### src/hdl/kbd_pkg.sv
// Shared types, register indexes and character tables for the keyboard
// scancode translator. No dependencies; used by every module under hdl/.
package kbd_pkg;

  // Scancodes at or above this index have no table entry
  localparam int TABLE_ENTRIES = 115;

  // Configuration register indexes
  typedef enum logic [1:0] {
    CFG_CAPS_LOCK   = 2'd0,
    CFG_LEFT_SHIFT  = 2'd1,
    CFG_RIGHT_SHIFT = 2'd2,
    CFG_MOUSE_THR   = 2'd3
  } cfg_reg_t;

  // Register reset values
  localparam logic [6:0] CAPS_LOCK_RESET   = 7'd58;
  localparam logic [6:0] LEFT_SHIFT_RESET  = 7'd42;
  localparam logic [6:0] RIGHT_SHIFT_RESET = 7'd54;
  localparam logic [7:0] MOUSE_THR_RESET   = 8'hF8;

  // Configuration register contents
  typedef struct packed {
    logic [6:0] caps_lock_make_code;
    logic [6:0] left_shift_key;
    logic [6:0] right_shift_key;
    logic [7:0] mouse_header_threshold;
  } cfg_t;

  // Modifier state
  typedef enum logic [1:0] {
    MOD_NONE   = 2'd0,
    MOD_CAPS   = 2'd1,
    MOD_LSHIFT = 2'd2,
    MOD_RSHIFT = 2'd3
  } modifier_t;

  // Mouse packet skip phase
  typedef enum logic [1:0] {
    SKIP_IDLE   = 2'd0,
    SKIP_SECOND = 2'd1,
    SKIP_THIRD  = 2'd2,
    SKIP_SPARE  = 2'd3
  } skip_t;

  // Result of translating one item
  typedef struct packed {
    logic       emit;
    logic [6:0] ascii_char;
  } xlate_res_t;

  localparam logic [6:0] TAB_PLAIN [128] = '{
    7'h00,7'h1b,7'h31,7'h32,7'h33,7'h34,7'h35,7'h36,7'h37,7'h38,7'h39,7'h30,
    7'h2d,7'h3d,7'h08,7'h09,7'h71,7'h77,7'h65,7'h72,7'h74,7'h79,7'h75,7'h69,
    7'h6f,7'h70,7'h5b,7'h5d,7'h0d,7'h00,7'h61,7'h73,7'h64,7'h66,7'h67,7'h68,
    7'h6a,7'h6b,7'h6c,7'h3b,7'h27,7'h60,7'h00,7'h5c,7'h7a,7'h78,7'h63,7'h76,
    7'h62,7'h6e,7'h6d,7'h2c,7'h2e,7'h2f,7'h00,7'h00,7'h00,7'h20,7'h00,7'h00,
    7'h00,7'h00,7'h00,7'h00,7'h00,7'h00,7'h00,7'h00,7'h00,7'h00,7'h00,7'h00,
    7'h00,7'h00,7'h2d,7'h00,7'h00,7'h00,7'h2b,7'h00,7'h00,7'h00,7'h00,7'h7f,
    7'h00,7'h00,7'h00,7'h00,7'h00,7'h00,7'h00,7'h00,7'h00,7'h00,7'h00,7'h00,
    7'h00,7'h00,7'h00,7'h28,7'h29,7'h2f,7'h2a,7'h37,7'h38,7'h39,7'h34,7'h35,
    7'h36,7'h31,7'h32,7'h33,7'h30,7'h2e,7'h0d,
    7'h00,7'h00,7'h00,7'h00,7'h00,7'h00,7'h00,7'h00,7'h00,7'h00,7'h00,7'h00,
    7'h00
  };

  localparam logic [6:0] TAB_CAPS [128] = '{
    7'h00,7'h1b,7'h31,7'h32,7'h33,7'h34,7'h35,7'h36,7'h37,7'h38,7'h39,7'h30,
    7'h2d,7'h3d,7'h08,7'h09,7'h51,7'h57,7'h45,7'h52,7'h54,7'h59,7'h55,7'h49,
    7'h4f,7'h50,7'h5b,7'h5d,7'h0d,7'h00,7'h41,7'h53,7'h44,7'h46,7'h47,7'h48,
    7'h4a,7'h4b,7'h4c,7'h3b,7'h27,7'h60,7'h00,7'h5c,7'h5a,7'h58,7'h43,7'h56,
    7'h42,7'h4e,7'h4d,7'h2c,7'h2e,7'h2f,7'h00,7'h00,7'h00,7'h20,7'h00,7'h00,
    7'h00,7'h00,7'h00,7'h00,7'h00,7'h00,7'h00,7'h00,7'h00,7'h00,7'h00,7'h00,
    7'h00,7'h00,7'h2d,7'h00,7'h00,7'h00,7'h2b,7'h00,7'h00,7'h00,7'h00,7'h7f,
    7'h00,7'h00,7'h00,7'h00,7'h00,7'h00,7'h00,7'h00,7'h00,7'h00,7'h00,7'h00,
    7'h00,7'h00,7'h00,7'h28,7'h29,7'h2f,7'h2a,7'h37,7'h38,7'h39,7'h34,7'h35,
    7'h36,7'h31,7'h32,7'h33,7'h30,7'h2e,7'h0d,
    7'h00,7'h00,7'h00,7'h00,7'h00,7'h00,7'h00,7'h00,7'h00,7'h00,7'h00,7'h00,
    7'h00
  };

  localparam logic [6:0] TAB_SHIFT [128] = '{
    7'h00,7'h1b,7'h21,7'h40,7'h23,7'h24,7'h25,7'h5e,7'h26,7'h2a,7'h28,7'h29,
    7'h5f,7'h2b,7'h08,7'h09,7'h51,7'h57,7'h45,7'h52,7'h54,7'h59,7'h55,7'h49,
    7'h4f,7'h50,7'h7b,7'h7d,7'h0d,7'h00,7'h41,7'h53,7'h44,7'h46,7'h47,7'h48,
    7'h4a,7'h4b,7'h4c,7'h3a,7'h22,7'h7e,7'h00,7'h7c,7'h5a,7'h58,7'h43,7'h56,
    7'h42,7'h4e,7'h4d,7'h3c,7'h3e,7'h3f,7'h00,7'h00,7'h00,7'h20,7'h00,7'h00,
    7'h00,7'h00,7'h00,7'h00,7'h00,7'h00,7'h00,7'h00,7'h00,7'h00,7'h00,7'h37,
    7'h38,7'h00,7'h2d,7'h34,7'h00,7'h36,7'h2b,7'h00,7'h32,7'h00,7'h30,7'h7f,
    7'h00,7'h00,7'h00,7'h00,7'h00,7'h00,7'h00,7'h00,7'h00,7'h00,7'h00,7'h00,
    7'h00,7'h00,7'h00,7'h28,7'h29,7'h2f,7'h2a,7'h37,7'h38,7'h39,7'h34,7'h35,
    7'h36,7'h31,7'h32,7'h33,7'h30,7'h2e,7'h0d,
    7'h00,7'h00,7'h00,7'h00,7'h00,7'h00,7'h00,7'h00,7'h00,7'h00,7'h00,7'h00,
    7'h00
  };

  // Table lookup by modifier; both shift modes share the shifted table
  function automatic logic [6:0] table_lookup(modifier_t mode, logic [6:0] idx);
    logic [6:0] ch;
    unique case (mode)
      MOD_NONE:               ch = TAB_PLAIN[idx];
      MOD_CAPS:               ch = TAB_CAPS[idx];
      MOD_LSHIFT, MOD_RSHIFT: ch = TAB_SHIFT[idx];
      default:                ch = TAB_PLAIN[idx];
    endcase
    return ch;
  endfunction

endpackage

### src/hdl/kbd_cfg_regs.sv
// Configuration register file for the keyboard scancode translator.
// Depends on kbd_pkg (cfg_t, register indexes, reset values).
module kbd_cfg_regs (
  input  logic                clk,
  input  logic                rst,
  input  logic                cfg_wr_en,
  input  logic [1:0]          cfg_index,
  input  logic [7:0]          cfg_data,
  output kbd_pkg::cfg_t       cfg
);

  kbd_pkg::cfg_t regs;

  // Write one register per enabled cycle
  always_ff @(posedge clk) begin
    if (rst) begin
      regs.caps_lock_make_code    <= kbd_pkg::CAPS_LOCK_RESET;
      regs.left_shift_key         <= kbd_pkg::LEFT_SHIFT_RESET;
      regs.right_shift_key        <= kbd_pkg::RIGHT_SHIFT_RESET;
      regs.mouse_header_threshold <= kbd_pkg::MOUSE_THR_RESET;
    end else if (cfg_wr_en) begin
      unique case (kbd_pkg::cfg_reg_t'(cfg_index))
        kbd_pkg::CFG_CAPS_LOCK:   regs.caps_lock_make_code    <= cfg_data[6:0];
        kbd_pkg::CFG_LEFT_SHIFT:  regs.left_shift_key         <= cfg_data[6:0];
        kbd_pkg::CFG_RIGHT_SHIFT: regs.right_shift_key        <= cfg_data[6:0];
        kbd_pkg::CFG_MOUSE_THR:   regs.mouse_header_threshold <= cfg_data;
        default: ;
      endcase
    end
  end

  assign cfg = regs;

endmodule

### src/hdl/kbd_xlate.sv
// Translation stage: mouse packet skipping, release filtering, modifier
// tracking and table lookup. Depends on kbd_pkg (types, tables).
module kbd_xlate #(
  parameter int TABLE_ENTRIES = kbd_pkg::TABLE_ENTRIES
) (
  input  logic                    clk,
  input  logic                    rst,
  input  kbd_pkg::cfg_t           cfg,
  input  logic                    step,
  input  logic [7:0]              scan_byte,
  output kbd_pkg::xlate_res_t     res
);

  kbd_pkg::skip_t     skip_phase, skip_phase_next;
  kbd_pkg::modifier_t mode, mode_next;

  logic [7:0] caps_code, lshift_code, rshift_code, lrel_code, rrel_code;
  logic [6:0] table_char;
  logic       in_table;
  logic       lookup;

  assign caps_code   = {1'b0, cfg.caps_lock_make_code};
  assign lshift_code = {1'b0, cfg.left_shift_key};
  assign rshift_code = {1'b0, cfg.right_shift_key};
  assign lrel_code   = {1'b1, cfg.left_shift_key};
  assign rrel_code   = {1'b1, cfg.right_shift_key};

  assign in_table   = scan_byte < 8'(TABLE_ENTRIES);
  assign table_char = kbd_pkg::table_lookup(mode, scan_byte[6:0]);

  // Next state and lookup decision
  always_comb begin
    skip_phase_next = skip_phase;
    mode_next       = mode;
    lookup          = 1'b0;
    if (skip_phase == kbd_pkg::SKIP_SECOND) begin
      skip_phase_next = kbd_pkg::SKIP_THIRD;
    end else if (skip_phase != kbd_pkg::SKIP_IDLE) begin
      skip_phase_next = kbd_pkg::SKIP_IDLE;
    end else if (scan_byte >= cfg.mouse_header_threshold) begin
      skip_phase_next = kbd_pkg::SKIP_SECOND;
    end else if (scan_byte[7] && scan_byte != lrel_code && scan_byte != rrel_code) begin
      // release of a non-shift key: dropped
      lookup = 1'b0;
    end else begin
      unique case (mode)
        kbd_pkg::MOD_NONE: begin
          priority if (scan_byte == caps_code)   mode_next = kbd_pkg::MOD_CAPS;
          else if (scan_byte == lshift_code)     mode_next = kbd_pkg::MOD_LSHIFT;
          else if (scan_byte == rshift_code)     mode_next = kbd_pkg::MOD_RSHIFT;
          else                                   lookup    = 1'b1;
        end
        kbd_pkg::MOD_CAPS: begin
          if (scan_byte == caps_code) mode_next = kbd_pkg::MOD_NONE;
          else                        lookup    = 1'b1;
        end
        default: begin
          // shift held: its own release ends it, caps lock overrides
          priority if ((mode == kbd_pkg::MOD_LSHIFT && scan_byte == lrel_code) ||
                       (mode == kbd_pkg::MOD_RSHIFT && scan_byte == rrel_code))
            mode_next = kbd_pkg::MOD_NONE;
          else if (scan_byte == caps_code) mode_next = kbd_pkg::MOD_CAPS;
          else                             lookup    = 1'b1;
        end
      endcase
    end
  end

  // Result: only in-range, nonzero entries produce a character
  assign res.emit       = lookup && in_table && (table_char != 7'd0);
  assign res.ascii_char = table_char;

  // State registers advance once per consumed item
  always_ff @(posedge clk) begin
    if (rst) begin
      skip_phase <= kbd_pkg::SKIP_IDLE;
      mode       <= kbd_pkg::MOD_NONE;
    end else if (step) begin
      skip_phase <= skip_phase_next;
      mode       <= mode_next;
    end
  end

endmodule

### src/hdl/keyboard_scancode_to_ascii.sv
// Keyboard scancode to ASCII translator. Raw controller bytes enter on
// in_valid/in_stall/scan_byte, one item per cycle sustained unless out_stall
// holds a waiting character; each byte is registered, translated in one pass
// through the mode logic and character table, and any resulting character
// lands in the output register. Bytes that give no character (mouse packets,
// releases, modifier keys, empty table slots) produce no output item. The
// input register moves on whenever the output register is empty or being
// taken, so out_stall holds back input only while a character waits.
// Configuration writes (caps lock, shift codes, mouse threshold) are taken
// with cfg_wr_en high; the user must make them only while idle (not enforced).
module keyboard_scancode_to_ascii #(
  parameter int TABLE_ENTRIES = kbd_pkg::TABLE_ENTRIES
) (
  input  logic       clk,
  input  logic       rst,
  // configuration
  input  logic       cfg_wr_en,
  input  logic [1:0] cfg_index,
  input  logic [7:0] cfg_data,
  // input channel
  input  logic       in_valid,
  output logic       in_stall,
  input  logic [7:0] scan_byte,
  // output channel
  output logic       out_valid,
  input  logic       out_stall,
  output logic [6:0] ascii_char
);

  kbd_pkg::cfg_t      cfg;
  kbd_pkg::xlate_res_t res;

  logic       held_valid;
  logic [7:0] held_byte;
  logic       result_valid;
  logic [6:0] result_char;
  logic       advance;
  logic       in_take;

  kbd_cfg_regs u_cfg (
    .clk       (clk),
    .rst       (rst),
    .cfg_wr_en (cfg_wr_en),
    .cfg_index (cfg_index),
    .cfg_data  (cfg_data),
    .cfg       (cfg)
  );

  // Handshake: held item moves on when the output register has room
  assign advance  = !result_valid || !out_stall;
  assign in_stall = held_valid && !advance;
  assign in_take  = in_valid && !in_stall;

  kbd_xlate #(
    .TABLE_ENTRIES (TABLE_ENTRIES)
  ) u_xlate (
    .clk       (clk),
    .rst       (rst),
    .cfg       (cfg),
    .step      (held_valid && advance),
    .scan_byte (held_byte),
    .res       (res)
  );

  // Input register
  always_ff @(posedge clk) begin
    if (rst) begin
      held_valid <= 1'b0;
    end else if (in_take) begin
      held_valid <= 1'b1;
    end else if (advance) begin
      held_valid <= 1'b0;
    end
  end

  always_ff @(posedge clk) begin
    if (in_take) begin
      held_byte <= scan_byte;
    end
  end

  // Output register
  always_ff @(posedge clk) begin
    if (rst) begin
      result_valid <= 1'b0;
    end else if (advance) begin
      result_valid <= held_valid && res.emit;
    end
  end

  always_ff @(posedge clk) begin
    if (advance && held_valid && res.emit) begin
      result_char <= res.ascii_char;
    end
  end

  assign out_valid  = result_valid;
  assign ascii_char = result_char;

endmodule

### config.mk
export PLATFORM = sky130hd
export DESIGN_NAME = keyboard_scancode_to_ascii
export DESIGN_NICKNAME = d
export VERILOG_FILES = /design/src/hdl/kbd_pkg.sv /design/src/hdl/kbd_cfg_regs.sv /design/src/hdl/kbd_xlate.sv /design/src/hdl/keyboard_scancode_to_ascii.sv
export SDC_FILE = /design/constraint.sdc
export NUM_CORES = 1
export LEC_CHECK = 0
export BUFFER_PORTS_ARGS = -buffer_cell sky130_fd_sc_hd__buf_2
export CAP_MARGIN = 20
export CELL_PAD_IN_SITES_DETAIL_PLACEMENT = 1
export CELL_PAD_IN_SITES_GLOBAL_PLACEMENT = 1
export CORE_UTILIZATION = 42
export CTS_CLUSTER_SIZE = 12
export DETAILED_ROUTE_END_ITERATION = 6
export PLACE_DENSITY_LB_ADDON = 0.1
export SETUP_SLACK_MARGIN = 0.5
export SLEW_MARGIN = 5
export SYNTH_ARGS = -nofsm -noshare
export SYNTH_HDL_FRONTEND = slang
export SYNTH_SLANG_ARGS = --single-unit
### constraint.sdc
create_clock -name clk -period 3.05 [get_ports clk]
set_input_delay 0.1525 -clock clk [delete_from_list [all_inputs] [get_ports clk]]
set_output_delay 0.1525 -clock clk [all_outputs]
set_load 0.02 [all_outputs]
-- Yosys cells after proc, flatten, opt, wreduce, memory -nomap -nowiden
Memories as Yosys holds them, arrays and structs flattened.
Cells that the tools add are included.
- input port bits: 23
- output and inout port bits: 9
- memory bits (read-only): 2688
- memories kept: 3
- logic and storage cells: 97
- register bits after elaboration: 50
- memory list (memory ; depth ; bits a word ; read ports ; clocked after memory_dff ; wr ports ; line ; RTL):
    (no name shown) ; 128 ; 7 ; 1 ; 0 ; 0 ; kbd_pkg.sv:103 ; MOD_LSHIFT, MOD_RSHIFT: ch = TAB_SHIFT[idx];
    (no name shown) ; 128 ; 7 ; 1 ; 0 ; 0 ; kbd_pkg.sv:102 ; MOD_CAPS: ch = TAB_CAPS[idx];
    (no name shown) ; 128 ; 7 ; 1 ; 0 ; 0 ; kbd_pkg.sv:101 ; MOD_NONE: ch = TAB_PLAIN[idx];
- muxes and demuxes: 29
- bitwise operators: 5
- equal/unequal tests: 16
- $lt $le $gt $ge: 3
- reduce and logical (&&, ||, !) cells: 31
- operator list (cell ; number):
    $mux W7 ; 6
    $eq A8 B7 Y1 ; 3
    $pmux W7 S3 ; 1
    $mux W2 ; 9
    $eq A8 B8 Y1 ; 2
    $ne A8 B8 Y1 ; 2
    $logic_and A1 B1 Y1 ; 11
    $mux W1 ; 11
    $reduce_and A2 Y1 ; 5
    $eq A2 B2 Y1 const B ; 4
    $ge A8 B8 Y1 ; 1
    $ge A8 B8 Y1 const B ; 1
    $lt A8 B7 Y1 const B ; 1
    $not A7 Y8 ; 1
    $reduce_and A8 Y1 ; 1
    $reduce_bool A7 Y1 ; 1
    $eq A2 B1 Y1 const B ; 3
    $reduce_bool A3 Y1 ; 2
    $logic_not A1 Y1 ; 4
    $logic_not A2 Y1 ; 2
    $ne A4 B1 Y1 const B ; 1
    $not A1 Y1 ; 4
    $pmux W2 S2 ; 1
    $reduce_bool A2 Y1 ; 2
    4 further kinds ; 5

-- Longest topological paths before layout
- depth in word-level cells: 12
- gate-level depth with buffers: 12
- mapped depth without buffers: 9

-- By module
From an unflattened synthesis, not the netlist that was laid out.
- cells, all modules: 482
- area total of the unflattened synthesis: 4068.9 um^2
- modules (own cells, without submodules) (module ; instances ; seq. area each (um^2) ; area an instance (um^2) ; cells each):
    kbd_xlate ; 1 ; 80.1 ; 2357.3 ; 340
    kbd_cfg_regs ; 1 ; 580.6 ; 1167.4 ; 115
    keyboard_scancode_to_ascii ; 1 ; 490.5 ; 544.3 ; 27

-- Worst setup path before layout
OpenSTA, ideal clock, no wires.
- path kind: reg2reg
- start: register held_byte[1]
- end: register result_char[0], in the netlist ascii_char[0], enable pin
- clock period less this slack: 3.150 ns
- buffers on the path: 3
- setup slack: -0.100 ns
- cell stages (with the launch flop): 13
- data arrival time: 2.776 ns
- required time: 2.677 ns
- library setup time: 0.373 ns
- cells stage by stage: edfxtp_1 buf_2 buf_2 inv_1 ha_1 clkbuf_1 mux2_1 a31oi_1 a22oi_1 o22ai_1 a22oi_1 nor4_2 a21oi_1
- RTL lines (item ; line ; RTL):
    from (decl) ; keyboard_scancode_to_ascii.sv:34 ; logic [7:0] held_byte;
    from (signal assigned) ; keyboard_scancode_to_ascii.sv:78 ; held_byte <= scan_byte;
    to (signal assigned) ; keyboard_scancode_to_ascii.sv:93 ; result_char <= res.ascii_char;
    to (decl) ; keyboard_scancode_to_ascii.sv:36 ; logic [6:0] result_char;

==> qor.txt <==
Ports - 32
area grow syn2layout - 19.7%
Tightest Pin Transition - 0.941 ns
Worst R2R Start - held_byte[0]$_DFFE_PP_
Area contributors post-synth - dfxtp_1 17%, edfxtp_1 11%, ha_1 6.4%
Clock Latency Late Sink - 0.31 ns
Clock Sinks - 50
layout cells sized above 1 - 0.249
die width - 101 µm
initial antenna violation count - 0
reg2reg end - ascii_char[1]$_DFFE_PP_
Post-Route WL - 13700 µm
RD Place Congestion - 0.968
TNS Setup - 0 ns
RSZ-0062 raised after global routing - yes
Max Fclk - 353 MHz
fin crit share - 0.930
Netlist Area Pre-Place - 4110 µm²
CTS tree - built
relative slew slack - 0.371
DR vias - 3983
fin util - 0.525
number of flops mapped to enable cells by yosys - 15
share of Yosys cell area claimed by the top area cell type - 0.171
peak supply drop - 0.000259 V
H-Tree Depth - 2
Hold Startpoint - scan_byte[5]
clk_skew - 0.00944 ns
worst hold slack - 0.0148 ns
Overflow after GRT - 0
Num CTS Buffers - 5
cell taking the most area after synthesis - dfxtp_1
Final setup viols - 0
Synth Instances - 499
WHS Endpoint - held_byte[5]$_DFFE_PP_
syn_nets - 543
Critical Path AT - 2.92 ns
Syn Area/Cell - 8.23 µm²
Post-synth ARST share - 0
Worst-path clk slew - 0.10 ns
final slew viol count - 0
Initial Util - 0.438
clk buf depth - 2
register area share after synthesis - 0.280
first-pass GRT wire length - 21800 µm
Core Area - 9370 µm²
max-cap violations - 0
Synth cell types - 77
hold depth - 1
Rows - 35
# diodes - 0
Startpoint Class - flip-flop
total power - 0.00171 W
die height - 101 µm
Final ANT Viol Nets - 0
overall routing resource usage - 0.281
Pleak - 1.92 nW
yosys synthesis warning count - 0
r2r worst-path depth - 12
vias in the first global route - 4180
die area - 10200 µm²
status - finished clean
Yosys reg bits - 50
R2R Setup Slk - 0.21 ns
Worst setup EP type - flip-flop
Port Buf Inserts - 31
DRC viols - 0
PwrDens - 349 nW/µm²
largest net degree at the start of global routing - 70
Final Hold Fails - 0
WL/cell - 20.4 µm
CP required - 3.13 ns
Top FF cell, synth - dfxtp_1
# nets final - 589
critical path class - flip-flop to flip-flop
HPWL reported at the end of detailed placement - 9790 µm
DRT Pass-1 Iters - 5
root buffer cell - clkbuf_8
Placed Cells - 639
Fillers - 1163
Via density - 5.90
HP Class - primary input to flip-flop
Finished Layout Cells - 675
Final min period - 2.84 ns
crit-path max FO - 8
initial drt markers - 174
-- worst max-delay path by stage --
stage	startpoint	end	slack (ns)	depth (start not counted)
after global routing	held_byte[0]$_DFFE_PP_	ascii_char[1]$_DFFE_PP_	0.07	12
after global placement	held_byte[0]$_DFFE_PP_	ascii_char[3]$_DFFE_PP_	0.20	8
after detailed placement	held_byte[0]$_DFFE_PP_	ascii_char[2]$_DFFE_PP_	0.13	10
after CTS	held_byte[0]$_DFFE_PP_	ascii_char[2]$_DFFE_PP_	0.26	11
final	held_byte[0]$_DFFE_PP_	ascii_char[1]$_DFFE_PP_	0.21	12
after floorplan	held_byte[0]$_DFFE_PP_	ascii_char[0]$_DFFE_PP_	0.30	10
-- what timing repair did --
item                                    in CTS  in global routing
gates resized for setup                     23                  8
buffers inserted                            22                  4
pin swaps                                   16                 10
endpoints found under the hold margin        0                  2
hold buffers                                 0                  2
endpoints found under the setup margin      10                 11
-- final cells by class --
class                   count  area, µm²  share of cell area
clock buffers               6       93.8              0.0191
flip-flops and latches     50       1150               0.234
multi-input cells         387       2790               0.567
well taps                 129        161              0.0328
clock inverters             2       13.8             0.00280
repair buffers             82        629               0.128
inverters                  19       80.1              0.0163
-- critical path, cell delays in order (launching register included) --
cell        delay (ns)
edfxtp_1          0.45
clkinvlp_4        0.24
ha_4              0.30
buf_8             0.14
mux2_4            0.27
a31oi_4           0.15
o211ai_1          0.14
o2111ai_1         0.12
o41ai_2           0.11
buf_4             0.16
nor4_4            0.28
a21oi_2           0.10
buf_4             0.16
-- layer usage --
| metal | up-vias | part of all wire | track usage |
|---|---|---|---|
| li1 | 1907 | - | - |
| met1 | 1887 | 0.42 | 0.336 |
| met2 | 132 | 0.49 | 0.492 |
| met3 | 57 | 0.043 | 0.0326 |
| met4 | 0 | 0.052 | 0.151 |
| met5 | - | 0 | 0 |
-- flip-flops by register name (all words and copies together), names as in the netlist --
register and count:
u_xlate.skip_phase 2, u_cfg.cfg 29, held_valid 1, out_valid 1, held_byte 8, u_xlate.mode 2
ascii_char 7
-- cell families after synthesis --
| kind of cell | synth area share |
|---|---|
| AND/OR/NAND/NOR | 0.230 |
| AO/OA/AOI/OAI | 0.248 |
| buffers and inverters | 0.0777 |
| flip-flops | 0.280 |
| XOR/XNOR | 0.0491 |
| adder cells (fa/ha/maj) | 0.0640 |
| multiplexers | 0.0506 |
-- layout by cell type, fill, tap and decap left out, drive strengths merged, types with 7 or more instances in the layout --
cell	n
nor3	9
nor2	34
nand3	7
xnor2	9
buf	80
edfxtp	15
nor2b	23
xor2	14
mux2i	14
dfxtp	35
nand3b	7
nand2	62
a22oi	7
a211oi	7
a211o	12
ha	21
o21ai	24
inv	19
a21oi	34
-- report_power, final --
part           internal [W]  switching [W]  leakage [nW]
sequential         0.000716      0.0000197         0.429
combinational      0.000220       0.000302          1.44
clock              0.000214       0.000243        0.0567
total               0.00115       0.000565          1.92
-- synth_stat cells, drive strengths merged, types with 2 or more instances --
| library cell | instances |
|---|---|
| a21o | 3 |
| nor3b | 5 |
| o221ai | 5 |
| a211o | 12 |
| o22ai | 5 |
| nor4 | 6 |
| o2111a | 2 |
| nand3 | 7 |
| o2111ai | 2 |
| o211ai | 6 |
| or3b | 3 |
| nand2 | 62 |
| nand4 | 5 |
| a221o | 2 |
| nand2b | 5 |
| nor2 | 34 |
| a311oi | 3 |
| nand3b | 7 |
| o41ai | 2 |
| and3 | 4 |
| ha | 21 |
| mux2 | 4 |
| dfxtp | 35 |
| mux2i | 14 |
| a221oi | 4 |
| edfxtp | 15 |
| o311ai | 3 |
| inv | 19 |
| nor3 | 9 |
| buf | 31 |
| or3 | 2 |
| or2 | 3 |
| a31oi | 5 |
| o31ai | 4 |
| a211oi | 7 |
| xor2 | 14 |
| a21oi | 34 |
| nor2b | 23 |
| o21ai | 24 |
| a22oi | 7 |
| xnor2 | 9 |
| clkbuf | 12 |
| and2 | 4 |
-- metrics by stage --
step                      worst slack, ns  instance area, µm²
after floorplan                     0.300                4170
after global placement              0.205                4440
after detailed placement            0.133                4440
after CTS                           0.259                4840
after global routing               0.0739                4920
final                               0.214                4920
Power figures use the tool's default switching activity.
